[src/rtl/ubx_pkg.sv]
package ubx_pkg;

  localparam logic [7:0]  SYNC_ONE   = 8'hB5;
  localparam logic [7:0]  SYNC_TWO   = 8'h62;
  localparam logic [15:0] ID_ACK_NAK = 16'h0500;
  localparam logic [15:0] ID_ACK_ACK = 16'h0501;

  localparam int unsigned QUEUE_DEPTH = 2;

  // one received byte after classification
  typedef struct packed {
    logic       restart;
    logic       sync_one;
    logic       sync_two;
    logic [7:0] data;
  } item_t;

  typedef struct packed {
    logic [15:0] acked_id;
    logic [15:0] payload_index;
    logic [7:0]  payload_byte;
    logic        payload_valid;
    logic [15:0] msg_id;
    logic        checksum_error;
    logic        frame_done;
    logic [3:0]  parse_state;
  } result_t;

  function automatic logic is_ack(input logic [15:0] id);
    return (id == ID_ACK_NAK) || (id == ID_ACK_ACK);
  endfunction

endpackage

[src/rtl/ubx_frame_receiver.sv]
// path: a byte's result passes through the queue write, then the parser register
// throughput: one byte per cycle while the result output is not stalled;
// the input keeps flowing while a result waits, until the two-entry queue fills
// reset: asynchronous, clears the parser to sync hunt with all sums and ids at zero,
// empties the queue and drops any pending result
module ubx_frame_receiver import ubx_pkg::*; (
  input  logic        clk_i,
  input  logic        rst_ni,
  input  logic        s_axis_tvalid_i,
  output logic        s_axis_tready_o,
  input  logic [7:0]  s_axis_tdata_i,   // [7:0] rx_byte
  input  logic [0:0]  s_axis_tuser_i,   // [0] restart
  output logic        m_axis_tvalid_o,
  input  logic        m_axis_tready_i,
  // [3:0] parse_state, [19:4] msg_id, [27:20] payload_byte,
  // [43:28] payload_index, [59:44] acked_id, [63:60] zero
  output logic [63:0] m_axis_tdata_o,
  // [0] frame_done, [1] checksum_error, [2] payload_valid
  output logic [2:0]  m_axis_tuser_o
);

  logic    q_full, push, q_valid, pop;
  item_t   push_item, pop_item;
  result_t result;

  ubx_front u_front (
    .s_axis_tvalid_i (s_axis_tvalid_i),
    .s_axis_tready_o (s_axis_tready_o),
    .s_axis_tdata_i  (s_axis_tdata_i),
    .s_axis_tuser_i  (s_axis_tuser_i[0]),
    .q_full_i        (q_full),
    .push_o          (push),
    .push_item_o     (push_item)
  );

  ubx_queue u_queue (
    .clk_i       (clk_i),
    .rst_ni      (rst_ni),
    .push_i      (push),
    .push_item_i (push_item),
    .full_o      (q_full),
    .pop_i       (pop),
    .valid_o     (q_valid),
    .pop_item_o  (pop_item)
  );

  ubx_back u_back (
    .clk_i      (clk_i),
    .rst_ni     (rst_ni),
    .q_valid_i  (q_valid),
    .q_item_i   (pop_item),
    .pop_o      (pop),
    .m_valid_o  (m_axis_tvalid_o),
    .m_ready_i  (m_axis_tready_i),
    .m_result_o (result)
  );

  assign m_axis_tdata_o = {4'h0, result.acked_id, result.payload_index, result.payload_byte,
                           result.msg_id, result.parse_state};
  assign m_axis_tuser_o = {result.payload_valid, result.checksum_error, result.frame_done};

endmodule

[src/rtl/ubx_front.sv]
module ubx_front import ubx_pkg::*; (
  input  logic       s_axis_tvalid_i,
  output logic       s_axis_tready_o,
  input  logic [7:0] s_axis_tdata_i,
  input  logic       s_axis_tuser_i,
  input  logic       q_full_i,
  output logic       push_o,
  output item_t      push_item_o
);

  assign s_axis_tready_o = !q_full_i;
  assign push_o          = s_axis_tvalid_i && !q_full_i;

  // sync detection is done here so the parser only looks at flags
  always_comb begin
    push_item_o.restart  = s_axis_tuser_i;
    push_item_o.sync_one = (s_axis_tdata_i == SYNC_ONE);
    push_item_o.sync_two = (s_axis_tdata_i == SYNC_TWO);
    push_item_o.data     = s_axis_tdata_i;
  end

endmodule

[src/rtl/ubx_queue.sv]
module ubx_queue import ubx_pkg::*; (
  input  logic  clk_i,
  input  logic  rst_ni,
  input  logic  push_i,
  input  item_t push_item_i,
  output logic  full_o,
  input  logic  pop_i,
  output logic  valid_o,
  output item_t pop_item_o
);

  localparam int unsigned PtrW = $clog2(QUEUE_DEPTH);
  localparam int unsigned CntW = $clog2(QUEUE_DEPTH + 1);

  item_t            mem_q [QUEUE_DEPTH];
  logic [PtrW-1:0]  wr_ptr_q, rd_ptr_q;
  logic [CntW-1:0]  count_q;

  assign full_o     = (count_q == CntW'(QUEUE_DEPTH));
  assign valid_o    = (count_q != '0);
  assign pop_item_o = mem_q[rd_ptr_q];

  always_ff @(posedge clk_i or negedge rst_ni) begin
    if (!rst_ni) begin
      wr_ptr_q <= '0;
      rd_ptr_q <= '0;
      count_q  <= '0;
    end else begin
      if (push_i) begin
        wr_ptr_q <= (wr_ptr_q == PtrW'(QUEUE_DEPTH - 1)) ? '0 : wr_ptr_q + 1'b1;
      end
      if (pop_i) begin
        rd_ptr_q <= (rd_ptr_q == PtrW'(QUEUE_DEPTH - 1)) ? '0 : rd_ptr_q + 1'b1;
      end
      if (push_i && !pop_i) begin
        count_q <= count_q + 1'b1;
      end else if (pop_i && !push_i) begin
        count_q <= count_q - 1'b1;
      end
    end
  end

  always_ff @(posedge clk_i) begin
    if (push_i) begin
      mem_q[wr_ptr_q] <= push_item_i;
    end
  end

endmodule

[src/rtl/ubx_back.sv]
module ubx_back import ubx_pkg::*; (
  input  logic    clk_i,
  input  logic    rst_ni,
  input  logic    q_valid_i,
  input  item_t   q_item_i,
  output logic    pop_o,
  output logic    m_valid_o,
  input  logic    m_ready_i,
  output result_t m_result_o
);

  typedef enum logic [3:0] {
    PH_HUNT    = 4'd0,
    PH_SYNC2   = 4'd1,
    PH_CLASS   = 4'd2,
    PH_ID      = 4'd3,
    PH_LEN_LO  = 4'd4,
    PH_LEN_HI  = 4'd5,
    PH_PAYLOAD = 4'd6,
    PH_CK_A    = 4'd7,
    PH_CK_B    = 4'd8
  } phase_e;

  phase_e      phase_q, phase_d;
  logic [7:0]  sum_a_q, sum_a_d, sum_b_q, sum_b_d;
  logic [15:0] msg_q, msg_d, left_q, left_d, pos_q, pos_d, ack_q, ack_d;
  logic        out_valid_q, out_valid_d;
  result_t     res_q, res_d, step_res;
  logic [7:0]  b, sa_add, sb_add;

  assign pop_o      = q_valid_i && (!out_valid_q || m_ready_i);
  assign m_valid_o  = out_valid_q;
  assign m_result_o = res_q;

  assign b      = q_item_i.data;
  assign sa_add = sum_a_q + b;
  assign sb_add = sum_b_q + sa_add;

  always_comb begin
    phase_d  = phase_q;
    sum_a_d  = sum_a_q;
    sum_b_d  = sum_b_q;
    msg_d    = msg_q;
    left_d   = left_q;
    pos_d    = pos_q;
    ack_d    = ack_q;
    step_res = '0;

    if (q_item_i.restart) begin
      phase_d = PH_HUNT;
    end else begin
      unique case (phase_q)
        PH_SYNC2: begin
          phase_d = q_item_i.sync_two ? PH_CLASS : PH_HUNT;
        end
        PH_CLASS: begin
          sum_a_d = b;
          sum_b_d = b;
          msg_d   = {b, 8'h00};
          phase_d = PH_ID;
        end
        PH_ID: begin
          sum_a_d = sa_add;
          sum_b_d = sb_add;
          msg_d   = {msg_q[15:8], b};
          phase_d = PH_LEN_LO;
        end
        PH_LEN_LO: begin
          sum_a_d = sa_add;
          sum_b_d = sb_add;
          left_d  = {8'h00, b};
          phase_d = PH_LEN_HI;
        end
        PH_LEN_HI: begin
          sum_a_d = sa_add;
          sum_b_d = sb_add;
          left_d  = {b, left_q[7:0]};
          pos_d   = '0;
          // empty payload skips straight to the checksum
          phase_d = (b == 8'h00 && left_q[7:0] == 8'h00) ? PH_CK_A : PH_PAYLOAD;
        end
        PH_PAYLOAD: begin
          sum_a_d = sa_add;
          sum_b_d = sb_add;
          if (is_ack(msg_q)) begin
            if (pos_q == 16'd0) begin
              ack_d = {b, ack_q[7:0]};
            end else if (pos_q == 16'd1) begin
              ack_d = {ack_q[15:8], b};
            end
          end else begin
            step_res.payload_valid = 1'b1;
            step_res.payload_byte  = b;
            step_res.payload_index = pos_q;
          end
          pos_d  = pos_q + 16'd1;
          left_d = left_q - 16'd1;
          if (left_q == 16'd1) begin
            phase_d = PH_CK_A;
          end
        end
        PH_CK_A: begin
          if (b == sum_a_q) begin
            phase_d = PH_CK_B;
          end else begin
            phase_d                 = PH_HUNT;
            step_res.checksum_error = 1'b1;
          end
        end
        PH_CK_B: begin
          phase_d = PH_HUNT;
          if (b == sum_b_q) begin
            step_res.frame_done = 1'b1;
            step_res.msg_id     = msg_q;
            if (is_ack(msg_q)) begin
              step_res.acked_id = ack_q;
            end
          end else begin
            step_res.checksum_error = 1'b1;
          end
        end
        default: begin
          phase_d = q_item_i.sync_one ? PH_SYNC2 : PH_HUNT;
        end
      endcase
    end
    step_res.parse_state = phase_d;
  end

  always_comb begin
    out_valid_d = out_valid_q;
    res_d       = res_q;
    if (pop_o) begin
      out_valid_d = 1'b1;
      res_d       = step_res;
    end else if (m_ready_i) begin
      out_valid_d = 1'b0;
    end
  end

  always_ff @(posedge clk_i or negedge rst_ni) begin
    if (!rst_ni) begin
      phase_q     <= PH_HUNT;
      sum_a_q     <= '0;
      sum_b_q     <= '0;
      msg_q       <= '0;
      left_q      <= '0;
      pos_q       <= '0;
      ack_q       <= '0;
      out_valid_q <= 1'b0;
      res_q       <= '0;
    end else begin
      out_valid_q <= out_valid_d;
      res_q       <= res_d;
      if (pop_o) begin
        phase_q <= phase_d;
        sum_a_q <= sum_a_d;
        sum_b_q <= sum_b_d;
        msg_q   <= msg_d;
        left_q  <= left_d;
        pos_q   <= pos_d;
        ack_q   <= ack_d;
      end
    end
  end

endmodule

[config.mk]
export PLATFORM = sky130hd
export DESIGN_NAME = ubx_frame_receiver
export DESIGN_NICKNAME = d
export VERILOG_FILES = /design/src/rtl/ubx_pkg.sv /design/src/rtl/ubx_frame_receiver.sv /design/src/rtl/ubx_front.sv /design/src/rtl/ubx_queue.sv /design/src/rtl/ubx_back.sv
export SDC_FILE = /design/constraint.sdc
export NUM_CORES = 1
export LEC_CHECK = 0
export BUFFER_PORTS_ARGS = -buffer_cell sky130_fd_sc_hd__buf_4
export CAP_MARGIN = 20
export CORE_ASPECT_RATIO = 0.6
export CORE_UTILIZATION = 40
export DETAILED_ROUTE_END_ITERATION = 10
export PLACE_DENSITY_LB_ADDON = 0.05
export REMOVE_ABC_BUFFERS = 1
export SYNTH_ARGS = -nofsm -noshare
export SYNTH_HDL_FRONTEND = slang
export SYNTH_SLANG_ARGS = --single-unit
[constraint.sdc]
create_clock -name clk_i -period 4.3 [get_ports clk_i]
set_clock_uncertainty 0.1 [all_clocks]
set_input_delay 0.86 -clock clk_i [delete_from_list [all_inputs] [get_ports clk_i]]
set_output_delay 0.86 -clock clk_i [all_outputs]
set_load 0.01 [all_outputs]
==> results of run 1 <==
area by class of cell:
class | instances | area, um2
inverter | 16 | 60.1
clock buffer | 22 | 454
multi-input combinational | 506 | 3420
sequential | 170 | 4360
fill | 1757 | 9820
clock inverter | 10 | 67.6
tap | 266 | 333
timing repair buffer | 107 | 807
worst paths after layout:
check / startpoint / to / slack, ns / cells after the start
max: u_queue.rd_ptr_q / u_back.sum_b_q[7] / 0.36 / 14
min: rst_ni / u_back.ack_q[6] / 0.38 / 1
max reg2reg: u_queue.rd_ptr_q / u_back.sum_b_q[7] / 0.36 / 14
min reg2reg: u_back.m_result_o[22] / u_back.m_result_o[22] / 0.38 / 1
max in group asynchronous: rst_ni / u_back.msg_q[8] / 2.87 / 2
min in group clk_i: u_back.m_result_o[22] / u_back.m_result_o[22] / 0.38 / 1
through the flow:
stage | worst slack [ns] | utilization | hold slack, ns
3_3_place_gp | 0.351 | 0.465 | 0.362
6_report | 0.357 | 0.492 | 0.382
3_5_place_dp | 0.198 | 0.465 | 0.371
4_1_cts | 0.178 | 0.492 | 0.385
5_1_grt | 0.125 | 0.492 | 0.412
2_1_floorplan | 0.221 | - | 0.353
report_power, final:
part	internal [mW]	switching [mW]
logic	1.02	1.57
clock network	0.753	0.645
registers	1.86	0.243
layout by cell type, fill, tap and decap left out, drive strengths merged, types with 4 or more instances in the layout:
| cell | n |
|---|---|
| a21o | 6 |
| a21oi | 33 |
| a22o | 63 |
| a22oi | 7 |
| a31oi | 6 |
| and3 | 7 |
| buf | 107 |
| clkbuf | 22 |
| clkinv | 7 |
| conb | 4 |
| dfrtp | 148 |
| edfxtp | 22 |
| ha | 21 |
| inv | 17 |
| mux2 | 27 |
| mux2i | 6 |
| nand2 | 59 |
| nand3 | 17 |
| nand4 | 6 |
| nor2 | 49 |
| nor2b | 5 |
| nor3 | 15 |
| nor4 | 13 |
| nor4bb | 4 |
| o211ai | 4 |
| o21ai | 75 |
| o21bai | 4 |
| o31ai | 6 |
| or3 | 7 |
| xnor2 | 15 |
| xor2 | 11 |
metal layers:
| layer | wire [um] | vias to the layer above | GRT usage |
|---|---|---|---|
| met1 | 12500 | 3083 | 0.395 |
| met2 | 8480 | 182 | 0.283 |
| met5 | 0 | - | 0 |
| met3 | 1270 | 13 | 0.0582 |
| li1 | - | 2879 | - |
| met4 | 201 | 0 | 0.0584 |
registers in the layout (all words and copies together) (netlist names), 2 cells and up:
signal             count
u_back.ack_q          16
u_back.left_q         16
u_back.m_result_o     63
u_back.msg_q          16
u_back.pos_q          16
u_back.sum_a_q         8
u_back.sum_b_q         8
u_queue.count_q        2
u_queue.mem_q         22
what timing repair did:
action,4_1_cts,5_1_grt
hold endpoints to repair,0,0
endpoints found under the setup margin,0,1
resized for setup,0,1
buffers inserted,0,0
logic make-up after synthesis:
logic type,Yosys count,synth area share
simple gates,199,0.123
mux,33,0.0460
buf+inv,60,0.0311
xor+xnor,27,0.0313
fa+ha+maj,23,0.0378
compound gates,220,0.185
flops,170,0.545
other cells,1,0.000468
worst max-delay path, cell delays in order, from the launching register on:
cell	delay, ns
dfrtp_1	0.36
buf_4	0.23
mux2i_1	0.26
inv_1	0.15
fa_1	0.49
a21o_1	0.18
a21oi_1	0.22
xnor2_1	0.21
ha_1	0.34
nand3_1	0.11
o211ai_1	0.12
o41ai_2	0.32
xnor3_1	0.30
o21a_1	0.18
o221a_2	0.24
==> out/metrics.yaml, run 1 <==
netlist_top_cells_count: "148 x dfrtp_1, 74 x o21ai_0, 63 x a22o_1"
finalMaxSlewViolations: 0
wirelength_um: 22400
clk_pin_slew_ns: 0.06
root_buffer: "clkbuf_16"
ys_seq_area_frac: 0.545
cap_violations: 0
drc: 0
dr.pass1.iters: 5
gp_congestion: 0.936
cts_buffers: 17
die_y_um: 112
cts_sinks: 170
fin_area_um2: 9510
detail_route.wl_per_cell_um: 20.4
layout-drive-gt1-share: 0.203
rsz0062_at_grt: "no"
stdcell_count: 1097
synth_top_cell_by_area: "dfrtp_1"
hold_class: "input pin to asynchronous set/reset pin"
grt_max_degree: 89
synth_area_per_cell_um2: 10.9
p_leak_nw: 4.35
die_area_um2: 20600
cp.arrival_ns: 4.17
clk_latency_ns: 0.44
peakVddDrop_mv: 0.481
hold_viol_final: 0
std_cell_rows: 39
yosysWarnings: 0
maxSlewHeadroom: 0.353
async_flop_share: 0.871
synth_area_um2: 8010
nets: 854
dp_cells: 1065
worstSetupPathType: "flop to flop"
dpl.hpwl_um: 15500
antenna_found_initial: 0
start_util: 0.414
synth_seq_cells: 170
synth.distinct_cells: 60
htree_levels: 4
yosysTopAreaCellShare: 0.463
crit_required_ns: 4.53
final_antenna_net_count: 0
grt_usage: 0.234
n_antenna_cell: 0
io_buffer_count: 77
powerDensity_nw_per_um2: 640
cts_tree: "yes"
total_power_mw: 6.09
dpl_cell_area_um2: 8980
max-clock-path-buffers: 2
setup_tns_ns: 0
hold_buffers: 0
cp_max_fo: 12
finalSetupViolations: 0
fin_crit_ns: 3.94
vias_per_cell: 5.61
cp-start-kind: "flop"
status: "finished, final reports clean"
die_x_um: 185
max_freq_mhz: 254
drtIter0Drc: 606
finalCritPeriodShare: 0.917
grt_pass1_wl_um: 35500
endpoint_kind: "flop"
synthCells: 733
coreArea_um2: 19300
io_pins: 82
tightest_slew_ns: 0.967
syn_to_final_growth_pct: 18.8
grt.overflow.total: 0
yosys-top-cells-area: "dfrtp_1 46%, edfxtp_1 8.3%, a22o_1 6.9%, o21ai_0 4.6%, mux2_2 3.5%"
synth.most_common_cell: "dfrtp_1"
synth_top_flop_cell: "dfrtp_1"
grt_pass1_vias: 5887
vias: 6157
synth_edf_count: 22
No activity file was read; power rests on OpenSTA's default activity.
==> run 2, diff against run 1 <==
--- a/config.mk
+++ b/config.mk
@@ -5,11 +5,13 @@
 export SDC_FILE = /design/constraint.sdc
 export NUM_CORES = 1
 export LEC_CHECK = 0
-export BUFFER_PORTS_ARGS = -buffer_cell sky130_fd_sc_hd__buf_4
 export CAP_MARGIN = 20
+export CELL_PAD_IN_SITES_DETAIL_PLACEMENT = 0
+export CELL_PAD_IN_SITES_GLOBAL_PLACEMENT = 2
 export CORE_ASPECT_RATIO = 0.6
-export CORE_UTILIZATION = 40
+export CORE_UTILIZATION = 38
 export DETAILED_ROUTE_END_ITERATION = 10
+export DONT_BUFFER_PORTS = 1
 export PLACE_DENSITY_LB_ADDON = 0.05
 export REMOVE_ABC_BUFFERS = 1
 export SYNTH_ARGS = -nofsm -noshare
==> run 2 against run 1 <==
Compared with the run above: worst hold slack worse by 0.24 ns; total power fell by 0.58%; combinational power decreased by 4%; design area decreased by 5.6%; flip-flop and latch count unchanged; maximum frequency increased by 0.71%; non-clock buffer count down 80; sequential power hardly changed; setup slack improved by 0.028 ns; critical endpoint unchanged; highest routed layer unchanged.
==> out/metrics.yaml, run 2 (synthesis gave the netlist of run 1 again) <==
die_y_um: 114  # was 112 um
root_buffer: "clkbuf_16"  # unchanged
max-clock-path-buffers: 2  # unchanged
crit_family: "compound AO/OA/AOI/OAI gates"  # unchanged
final_common_cell: "dfrtp_1"  # unchanged
detail_route.wl_per_cell_um: 23.2  # was 20.4 um
cts_buffers: 17  # unchanged
reg2reg_to: "u_back.sum_b_q[7]"  # unchanged
whs_ns: 0.139  # was 0.382 ns
cts_tree: "yes"  # unchanged
max_freq_mhz: 255  # was 254 MHz
grt_pass1_wl_um: 36200  # was 35500 um
dr.pass1.iters: 5  # unchanged
nets: 774  # was 854
peakVddDrop_mv: 0.411  # was 0.481 mV
crit_required_ns: 4.51  # was 4.53 ns
vias: 5930  # was 6157
start_util: 0.394  # was 0.414
cp_max_fo: 12  # unchanged
clk_pin_slew_ns: 0.07  # was 0.06 ns
largest_register_ffs: 63  # unchanged
n_antenna_cell: 0  # unchanged
rsz0062_at_grt: "no"  # unchanged
p_leak_nw: 3.96  # was 4.35 nW
path_buf_inv: 2  # unchanged
clk_latency_ns: 0.43  # was 0.44 ns
postCtsSetupRepairBufs: 0  # unchanged
worstSetupPathType: "flop to flop"  # unchanged
finalMaxSlewViolations: 0  # unchanged
crit_chain: "buf_4 -> mux2i_1 -> inv_1 -> fa_1 -> a21o_1 -> a21oi_1 -> xnor2_1 -> ha_1 -> nand3_1 -> o211ai_1 -> o41ai_1 -> xnor3_1 -> o21a_1 -> o221a_2"  # was buf_4 -> mux2i_1 -> inv_1 -> fa_1 -> a21o_1 -> a21oi_1 -> xnor2_1 -> ha_1 -> nand3_1 -> o211ai_1 -> o41ai_2 -> xnor3_1 -> o21a_1 -> o221a_2
layout_common_cells: "148 x dfrtp_1, 74 x o21ai_0, 63 x a22o_1"  # was 148 x dfrtp_1, 106 x buf_4, 74 x o21ai_0
n_fill_cell: 1932  # was 1757
setup_tns_ns: 0  # unchanged
io_pins: 82  # unchanged
tightest_slew_ns: 1.02  # was 0.967 ns
antenna_found_initial: 0  # unchanged
clkPwrFrac: 0.239  # was 0.229
cp-start-kind: "flop"  # unchanged
cpPeakStageDelay_ns: 0.47  # was 0.49 ns
p_sw_mw: 2.47  # was 2.46 mW
postCtsResizedCells: 0  # unchanged
layout-drive-gt1-share: 0.123  # was 0.203
p_comb_frac: 0.410  # was 0.426
hold_buffers: 1  # was 0
finalSetupViolations: 0  # unchanged
dp_cells: 986  # was 1065
grt.overflow.total: 0  # unchanged
grt_pass1_vias: 5715  # was 5887
htree_levels: 4  # unchanged
p_int_mw: 3.58  # was 3.63 mW
vias_per_cell: 5.79  # was 5.61
hold_class: "input pin to asynchronous set/reset pin"  # unchanged
grt_max_degree: 138  # was 89
cp.arrival_ns: 4.12  # was 4.17 ns
worstReg2RegStart: "u_queue.rd_ptr_q"  # unchanged
p_sw_frac: 0.408  # was 0.404
grt_usage: 0.227  # was 0.234
stdcell_count: 1024  # was 1097
wirelength_um: 23700  # was 22400 um
dp_worst_setup_slack_ns: 0.426  # was 0.198 ns
powerDensity_nw_per_um2: 674  # was 640 nW/um2
io_buffer_count: 0  # was 77
hold_viol_final: 0  # unchanged
r2r_cells: 14  # unchanged
die_area_um2: 21700  # was 20600 um2
fin_crit_ns: 3.91  # was 3.94 ns
endpoint_kind: "flop"  # unchanged
die_x_um: 189  # was 185 um
cts_sinks: 170  # unchanged
drc: 0  # unchanged
final_util: 0.442  # was 0.492
rrSetupSlack_ns: 0.39  # was 0.36 ns
setup_slack_ns: 0.385  # was 0.357 ns
coreArea_um2: 20300  # was 19300 um2
std_cell_rows: 40  # was 39
syn_to_final_growth_pct: 12.1  # was 18.8%
finalCritPeriodShare: 0.910  # was 0.917
cap_violations: 0  # unchanged
maxSlewHeadroom: 0.319  # was 0.353
final_antenna_net_count: 0  # unchanged
status: "finished, final reports clean"  # unchanged
gp_congestion: 0.869  # was 0.936
drtIter0Drc: 540  # was 606
dpl.hpwl_um: 15900  # was 15500 um
p_seq_frac: 0.350  # was 0.345
critPathSlowestCell: "fa_1"  # unchanged
==> run 2: changes by cell type in the layout (fill, tap and decap cells not counted), sizes merged <==
| cell | change |
|---|---|
| buf | -83 |
| dlygate4sd3 | +2 |
| inv | +5 |
| clkinvlp | -1 |
| clkbuf | -3 |
==> run 2: area by class of cell <==
class / instances / area (um2) / area share
Clock inverter: 14 / 114 / 0.0127
Multi-Input combinational cell: 506 / 3410 / 0.380
Inverter: 16 / 60.1 / 0.00669
Sequential cell: 170 / 4360 / 0.486
Clock buffer: 18 / 433 / 0.0482
Tap cell: 273 / 342 / 0.0380
Timing Repair Buffer: 27 / 250 / 0.0279
==> run 2: routing by layer <==
metal	vias up	wire, um	GRT usage	part of all wire
li1	2716	-	-	-
met1	3017	12700	0.365	0.54
met2	189	9260	0.293	0.39
met3	8	1600	0.0598	0.067
met4	0	130	0.0495	0.0055
met5	-	0	0	0
==> run 2: power by group through the flow <==
stage	registers [mW]	logic [mW]	clock network, mW
2_1_floorplan	2.06	1.70	0
3_3_place_gp	2.14	2.37	0
3_5_place_dp	2.14	2.42	0
4_1_cts	2.12	2.43	1.49
5_1_grt	2.16	2.74	1.57
6_report	2.12	2.48	1.45
==> run 2: worst max-delay path by stage <==
stage | startpoint | endpoint | slack, ns | cells after the start
after floorplan | u_queue.rd_ptr_q | u_back.sum_b_q[7] | 0.22 | 14
after global placement | u_queue.rd_ptr_q | u_back.sum_b_q[7] | 0.52 | 14
after detailed placement | u_queue.rd_ptr_q | u_back.sum_b_q[7] | 0.43 | 16
after CTS | u_queue.rd_ptr_q | u_back.sum_b_q[7] | 0.40 | 14
after global routing | u_queue.rd_ptr_q | u_back.sum_b_q[7] | 0.12 | 15
final | u_queue.rd_ptr_q | u_back.sum_b_q[7] | 0.39 | 14
==> run 2: per-stage QoR <==
stage          power (mW)  instance area, um2
4_1_cts              6.04                8890
2_1_floorplan        3.76                7830
6_report             6.05                8980
3_3_place_gp         4.51                8340
5_1_grt              6.47                8980
3_5_place_dp         4.56                8340
==> run 3, diff against run 2 <==
--- a/config.mk
+++ b/config.mk
@@ -6,10 +6,8 @@
 export NUM_CORES = 1
 export LEC_CHECK = 0
 export CAP_MARGIN = 20
-export CELL_PAD_IN_SITES_DETAIL_PLACEMENT = 0
-export CELL_PAD_IN_SITES_GLOBAL_PLACEMENT = 2
 export CORE_ASPECT_RATIO = 0.6
-export CORE_UTILIZATION = 38
+export CORE_UTILIZATION = 40
 export DETAILED_ROUTE_END_ITERATION = 10
 export DONT_BUFFER_PORTS = 1
 export PLACE_DENSITY_LB_ADDON = 0.05
==> run 3 against run 2 <==
Compared with the run above: clock power grew 9.7%; highest routed layer unchanged; first-iteration DRC count increased by 3.9%; critical endpoint unchanged; global-route usage is 0.57 points higher; combinational power about the same; count of clock-buffer cells in the layout increased by 1.
==> out/metrics.yaml, run 3 (synthesis gave the netlist of run 1 again) <==
htree_levels: 4  # unchanged
worstReg2RegStart: "u_queue.rd_ptr_q"  # unchanged
fin_area_um2: 8990  # was 8980 um2
status: "finished, final reports clean"  # unchanged
cts_tree: "yes"  # unchanged
fin_crit_ns: 3.95  # was 3.91 ns
postCtsSetupRepairBufs: 0  # unchanged
hold_viol_final: 0  # unchanged
wirelength_um: 22700  # was 23700 um
largest_register_ffs: 63  # unchanged
clk_pin_slew_ns: 0.07  # about the same
setup_slack_ns: 0.347  # was 0.385 ns
std_cell_rows: 39  # was 40
stdcell_count: 1017  # was 1024
grt_pass1_wl_um: 35300  # was 36200 um
setup_tns_ns: 0  # unchanged
nets: 774  # unchanged
dp_cells: 984  # was 986
critPathSlowestCell: "fa_1"  # unchanged
worst-path-stages: 14  # unchanged
crit_chain: "mux2i_1 -> clkinv_1 -> ha_1 -> fa_1 -> a21o_1 -> a21oi_1 -> xnor2_1 -> ha_1 -> nand3_1 -> o211ai_1 -> o41ai_1 -> xnor3_1 -> o21a_1 -> o221a_2"  # was buf_4 -> mux2i_1 -> inv_1 -> fa_1 -> a21o_1 -> a21oi_1 -> xnor2_1 -> ha_1 -> nand3_1 -> o211ai_1 -> o41ai_1 -> xnor3_1 -> o21a_1 -> o221a_2
cap_violations: 0  # unchanged
hold_class: "input pin to asynchronous set/reset pin"  # unchanged
dr.pass1.iters: 5  # unchanged
vias: 5902  # was 5930
syn_to_final_growth_pct: 12.4  # was 12.1%
cp_max_fo: 5  # was 12
reg2reg_to: "u_back.sum_b_q[7]"  # unchanged
crit_required_ns: 4.51  # about the same
worstSetupPathType: "flop to flop"  # unchanged
cp.arrival_ns: 4.17  # was 4.12 ns
vias_per_cell: 5.80  # was 5.79
layout_common_cells: "148 x dfrtp_1, 74 x o21ai_0, 63 x a22o_1"  # unchanged
powerDensity_nw_per_um2: 687  # was 674 nW/um2
drtIter0Drc: 561  # was 540
rrSetupSlack_ns: 0.35  # was 0.39 ns
antenna_found_initial: 0  # unchanged
grt.overflow.total: 0  # unchanged
peakVddDrop_mv: 0.477  # was 0.411 mV
finalCritPeriodShare: 0.919  # was 0.910
dpl_cell_area_um2: 8370  # was 8340 um2
die_area_um2: 20600  # was 21700 um2
finalMaxSlewViolations: 0  # unchanged
die_x_um: 185  # was 189 um
dp_worst_setup_slack_ns: 0.389  # was 0.426 ns
final_util: 0.465  # was 0.442
coreArea_um2: 19300  # was 20300 um2
detail_route.wl_per_cell_um: 22.3  # was 23.2 um
io_pins: 82  # unchanged
final_antenna_net_count: 0  # unchanged
finalSetupViolations: 0  # unchanged
root_buffer: "clkbuf_16"  # unchanged
final_common_cell: "dfrtp_1"  # unchanged
crit_family: "compound AO/OA/AOI/OAI gates"  # unchanged
cp_common_cell: "ha_1"
die_y_um: 112  # was 114 um
grt_max_degree: 88  # was 138
cts_sinks: 170  # unchanged
rsz0062_at_grt: "no"  # unchanged
cp-start-kind: "flop"  # unchanged
layout-drive-gt1-share: 0.121  # was 0.123
p_leak_nw: 3.98  # was 3.96 nW
io_buffer_count: 0  # unchanged
grt_usage: 0.232  # was 0.227
max-clock-path-buffers: 2  # unchanged
postCtsResizedCells: 0  # unchanged
path_buf_inv: 1  # was 2
cpPeakStageDelay_ns: 0.45  # was 0.47 ns
cts_buffers: 17  # unchanged
n_antenna_cell: 0  # unchanged
grt_pass1_vias: 5703  # was 5715
start_util: 0.414  # was 0.394
gp_congestion: 0.944  # was 0.869
maxSlewHeadroom: 0.316  # was 0.319
max_freq_mhz: 253  # was 255 MHz
hold_buffers: 1  # unchanged
tightest_slew_ns: 1.03  # was 1.02 ns
drc: 0  # unchanged
clk_latency_ns: 0.43  # about the same
dpl.hpwl_um: 15300  # was 15900 um
crit_start: "u_queue.rd_ptr_q"  # unchanged
endpoint_kind: "flop"  # unchanged
n_fill_cell: 1777  # was 1932
r2r_cells: 14  # unchanged
## run 3: cell count changes in the layout (fill, tap and decap cells not counted), sizes merged
cell / before / now
clkinvlp: 1 / 0
dlygate4sd3: 2 / 0
buf: 24 / 27
bufinv: 0 / 2
inv: 22 / 20
## run 3: worst max-delay path by stage
stage | endpoint
CTS | u_back.sum_b_q[7]
detailed placement | u_back.sum_b_q[7]
floorplan | u_back.sum_b_q[7]
global placement | u_back.sum_b_q[7]
global route | u_back.sum_b_q[7]
finish | u_back.sum_b_q[7]
## run 3: cell type report
type                            instances  area (um2)  share of cell area
Clock buffer                           19         464              0.0516
Multi-Input combinational cell        506        3410               0.380
Timing Repair Buffer                   27         223              0.0248
Sequential cell                       170        4360               0.485
Tap cell                              266         333              0.0370
Inverter                               16        60.1             0.00668
Clock inverter                         13         136              0.0152
## run 3: report_power, final
| part | total, mW | switching, mW | leakage (nW) | internal [mW] |
|---|---|---|---|---|
| clock network | 1.59 | 0.675 | 0.298 | 0.911 |
| logic | 2.51 | 1.53 | 1.49 | 0.976 |
| registers | 2.08 | 0.222 | 2.19 | 1.86 |
| total | 6.18 | 2.43 | 3.98 | 3.74 |
## run 3: through the flow
stage / hold slack, ns / power [mW]
5_1_grt: 0.000420 / 6.58
3_5_place_dp: 0.373 / 4.56
4_1_cts: 0.00196 / 6.19
3_3_place_gp: 0.368 / 4.53
6_report: 0.0246 / 6.18
2_1_floorplan: 0.353 / 3.76
## run 3: routing by layer
metal,track usage,share of wire,routed length (um),vias to the layer above
met5,0,0,0,-
met3,0.0605,0.068,1550,22
met4,0.0628,0.012,273,0
li1,-,-,-,2717
met1,0.382,0.54,12200,2987
met2,0.290,0.38,8690,176
